File: src/rtl/lap_pkg.sv
`timescale 1ns / 1ps
package lap_pkg;

	// Line store depth, i.e. the widest frame the block can filter
	localparam int MAX_WIDTH = 1024;
	localparam int COL_W     = $clog2(MAX_WIDTH);

	localparam int ROW_W  = 16;
	localparam int FW_W   = 11;
	localparam int FH_W   = 16;
	localparam int CH_W   = 8;
	localparam int PIX_W  = 3 * CH_W;
	localparam int SUM_W  = CH_W + 3;
	localparam int ADDR_W = 4;
	localparam int DATA_W = 32;

	localparam logic [FW_W-1:0] FW_RESET = FW_W'(640);
	localparam logic [FH_W-1:0] FH_RESET = FH_W'(480);

	localparam logic MODE_PIXEL = 1'b0;
	localparam logic MODE_FLUSH = 1'b1;

	localparam logic LAP_WRAP    = 1'b0;
	localparam logic LAP_ABS_SAT = 1'b1;

	typedef enum logic [1:0] {
		REG_FRAME_WIDTH  = 2'd0,
		REG_FRAME_HEIGHT = 2'd1,
		REG_EDGE_MODE    = 2'd2
	} reg_idx_t;

	typedef struct packed {
		logic [CH_W-1:0] red;
		logic [CH_W-1:0] green;
		logic [CH_W-1:0] blue;
	} rgb_t;

	typedef struct packed {
		logic             emit;
		logic             filter;
		logic             last;
		logic             wr_newer;
		logic             wr_older;
		logic             fwd_c;
		logic             fwd_r;
		logic             fwd_u;
		logic [COL_W-1:0] addr;
	} s1_ctl_t;

endpackage

File: src/rtl/lap_filter.sv
`timescale 1ns / 1ps
module lap_filter (
	input  lap_pkg::rgb_t pix_c,
	input  lap_pkg::rgb_t pix_u,
	input  lap_pkg::rgb_t pix_d,
	input  lap_pkg::rgb_t pix_l,
	input  lap_pkg::rgb_t pix_r,
	input  logic          edge_mode,
	output lap_pkg::rgb_t lap
);
	import lap_pkg::*;

	function automatic logic [CH_W-1:0] chan_lap(
		input logic [CH_W-1:0] c,
		input logic [CH_W-1:0] u,
		input logic [CH_W-1:0] d,
		input logic [CH_W-1:0] l,
		input logic [CH_W-1:0] r,
		input logic            md
	);
		logic signed [SUM_W-1:0] s;
		logic        [SUM_W-1:0] a;
		logic        [CH_W-1:0]  res;
		s = signed'({1'b0, c, 2'b00}) - signed'({3'b000, u}) - signed'({3'b000, d})
			- signed'({3'b000, l}) - signed'({3'b000, r});
		a = s[SUM_W-1] ? SUM_W'(-s) : SUM_W'(s);
		if (md == LAP_ABS_SAT) begin
			res = (|a[SUM_W-1:CH_W]) ? '1 : a[CH_W-1:0];
		end else begin
			res = s[CH_W-1:0];
		end
		return res;
	endfunction

	always_comb begin
		lap.red   = chan_lap(pix_c.red, pix_u.red, pix_d.red, pix_l.red, pix_r.red,
			edge_mode);
		lap.green = chan_lap(pix_c.green, pix_u.green, pix_d.green, pix_l.green,
			pix_r.green, edge_mode);
		lap.blue  = chan_lap(pix_c.blue, pix_u.blue, pix_d.blue, pix_l.blue, pix_r.blue,
			edge_mode);
	end

endmodule

File: config.mk
export PLATFORM = sky130hd
export DESIGN_NAME = lap_filter
export DESIGN_NICKNAME = d
export VERILOG_FILES = /design/src/rtl/lap_pkg.sv /design/src/rtl/lap_filter.sv
export SDC_FILE = /design/constraint.sdc
export NUM_CORES = 1
export LEC_CHECK = 0
export ABC_AREA = 1
export BUFFER_PORTS_ARGS = -buffer_cell sky130_fd_sc_hd__buf_2
export CAP_MARGIN = 20
export CORE_UTILIZATION = 55
export DETAILED_ROUTE_END_ITERATION = 8
export MAX_ROUTING_LAYER = met4
export PLACE_DENSITY = 0.93
export SYNTH_ARGS = -nofsm -noshare
export SYNTH_HDL_FRONTEND = slang
export SYNTH_SLANG_ARGS = --single-unit
File: constraint.sdc
create_clock -name vclk -period 7.1
set_input_delay 1.42 -clock vclk [all_inputs]
set_output_delay 1.42 -clock vclk [all_outputs]
set_load 0.02 [all_outputs]
==> impl_metrics.toml <==
[run_status]
status = "complete, no violations"

[synth]
synth_compound_area_frac = 0.0319
syn_inst = 749
synth_top_family_by_area = "adder cells"
syn-num-nets = 981
synth_fa_ha_area_frac = 0.408
synth_top_area_share = 0.296
postSynthAreaPerCell_um2 = 6.24
synth_area_leaders = "fa_1, inv_1, nand2_1"
synthXorXnorAreaFrac = 0.0375
yosysTopAreaCell = "fa_1"
seq_area_frac_synth = 0
yosys_warnings = 0
muxShareOfSynthArea = 0
synth-simple-area-share = 0.311
synth_cell_types = 23
syn_area_um2 = 4670

[worst_setup_path]
cp-start-kind = "input port"
cp.required_ns = 5.68
crit_path_max_fanout = 8
cp.buffers_inverters = 6
crit_chain = "buf_2 > inv_1 > fa_1 > inv_1 > fa_1 > fa_1 > inv_1 > ha_1 > a21oi_2 > nand2_1 > nand2_1 > nand2_1 > nand2_1 > nand2_1 > nor2_1 > nand2_1 > nand2_1 > nand2_1 > nand2_1 > inv_1 > nand2_1 > nand2_2 > nand2_1 > buf_2"
end_kind = "primary output"
crit_type = "input port to primary output"
critPathTopFamily = "adder cells"
crit_top_cell = "nand2_1"
cp.arrival_ns = 5.01
max_stage_delay_ns = 0.55
crit_slowest_cell = "fa_1"

[hold_path]
hp-class = "input port to primary output"

[floorplanning]
start_util = 0.569
die_x_um = 94.2
io_pins = 145
row_count = 33
dieArea_um2 = 8870
core_um2 = 8220
die_h_um = 94.2

[global_routing]
grt_overflow = 0
grtUsageTotal = 0.224
grt_max_degree = 9
grt_pass1_vias = 4268
antenna_found_initial = 0
grt_pass1_wl_um = 16300

[placement]
place_hpwl_um = 8670
numPortBuffers = 145
dp_cells = 998
routabilityCongestion = 0.930

[clock_tree]
post_cts_resized = 0
cts_setup_buffers = 0
cts_hold_buf = 0

[cells_and_area]
clock_buffers = 0
seq_cells = 0
nets = 1127
n_antenna_cell = 0
area_growth_pct = 18.1
seq_area_um2 = 0
nFillCells = 776
instances_no_fill = 998
drive_gt1_frac = 0.214

[timing]
rsz0062_at_grt = "no"
setup_viol = 0
fin_crit_sh = 0.905
hold_viol = 0
fin_tns_setup_ns = 0
relSlewSlack = 0.798
finalMaxSlewViolations = 0
period_minus_slack_ns = 6.43
tightest_slew_ns = 0.301
fmax_ghz = 0.156

[drt]
ant_nets = 0
wl_per_cell_um = 9.32
drt-initial-drc-count = 84
avgViaCountPerCell = 4.60
vias = 4592
drt_first_pass_iters = 4
routed_wl_um = 9310
drc = 0

[power]
irDropWorstVdd_mv = 0.212
power_mw = 1.96
cellPowerDensity_nw_per_um2 = 354
leakagePower_nw = 3.66

[flow_run]
cap_violations = 0
## routing by layer
| layer | GRT usage | wire, um | up-vias |
|---|---|---|---|
| met5 | - | 0 | - |
| met4 | 0.0244 | 118 | 0 |
| met3 | 0.00485 | 312 | 10 |
| met2 | 0.452 | 4980 | 107 |
| met1 | 0.249 | 3900 | 2056 |
| li1 | - | - | 2419 |
## final cells by class
cell class | instances | area, um^2 | area share
inverter | 260 | 976 | 0.177
multi-input combinational | 488 | 3680 | 0.668
tap | 105 | 131 | 0.0238
timing repair buffer | 145 | 726 | 0.132
## power breakdown
part           internal, mW  leakage [nW]  switching [mW]  total, mW
clock network             0             0               0          0
logic                 0.706          3.66            1.25       1.96
registers                 0             0               0          0
## synthesized netlist by cell type
cell / n
a21oi_1: 13
a21oi_2: 4
a31oi_1: 2
and2_1: 1
buf_6: 1
fa_1: 69
ha_1: 42
inv_1: 254
inv_2: 6
nand2_1: 208
nand2_2: 21
nand2_4: 1
nand3_1: 39
nand3_2: 5
nand3b_1: 6
nand4_1: 7
nor2_1: 32
nor2_2: 8
nor3_1: 4
o21ai_0: 5
o21bai_2: 1
xnor2_1: 10
xor2_1: 10
## layout by cell type, fill, tap and decap left out, drive strengths merged
cell type,instances
fa,69
nand3b,6
nor3,4
ha,42
a31oi,2
inv,260
nand2,230
xnor2,10
a21oi,17
buf,145
and2,1
nand3,44
nand4,7
o21ai,5
o21bai,1
nor2,40
xor2,10
## final timing paths
path                       from  endpoint  slack (ns)  cells after the start
worst max-delay path  pix_u[11]   lap[14]        0.67                     24
worst min-delay path  edge_mode    lap[3]        3.31                      4
## cell families (layout without fill, tap and decap cells)
group / after synthesis / count (layout)
AND/OR/NAND/NOR: 332 / 332
buffers and inverters: 261 / 405
adder cells (fa/ha/maj): 111 / 111
AO/OA/AOI/OAI: 25 / 25
XOR/XNOR: 20 / 20
## through the flow
step	util	hold WS, ns	setup WS (ns)	cell area (um^2)
5_1_grt	0.672	3.34	0.347	5520
3_5_place_dp	0.672	3.32	0.688	5520
4_1_cts	0.672	3.32	0.682	5520
3_3_place_gp	0.672	3.32	0.800	5520
6_report	0.672	3.31	0.673	5520
2_1_floorplan	-	3.04	1.15	4670
No activity file was read; power rests on OpenSTA's default activity.
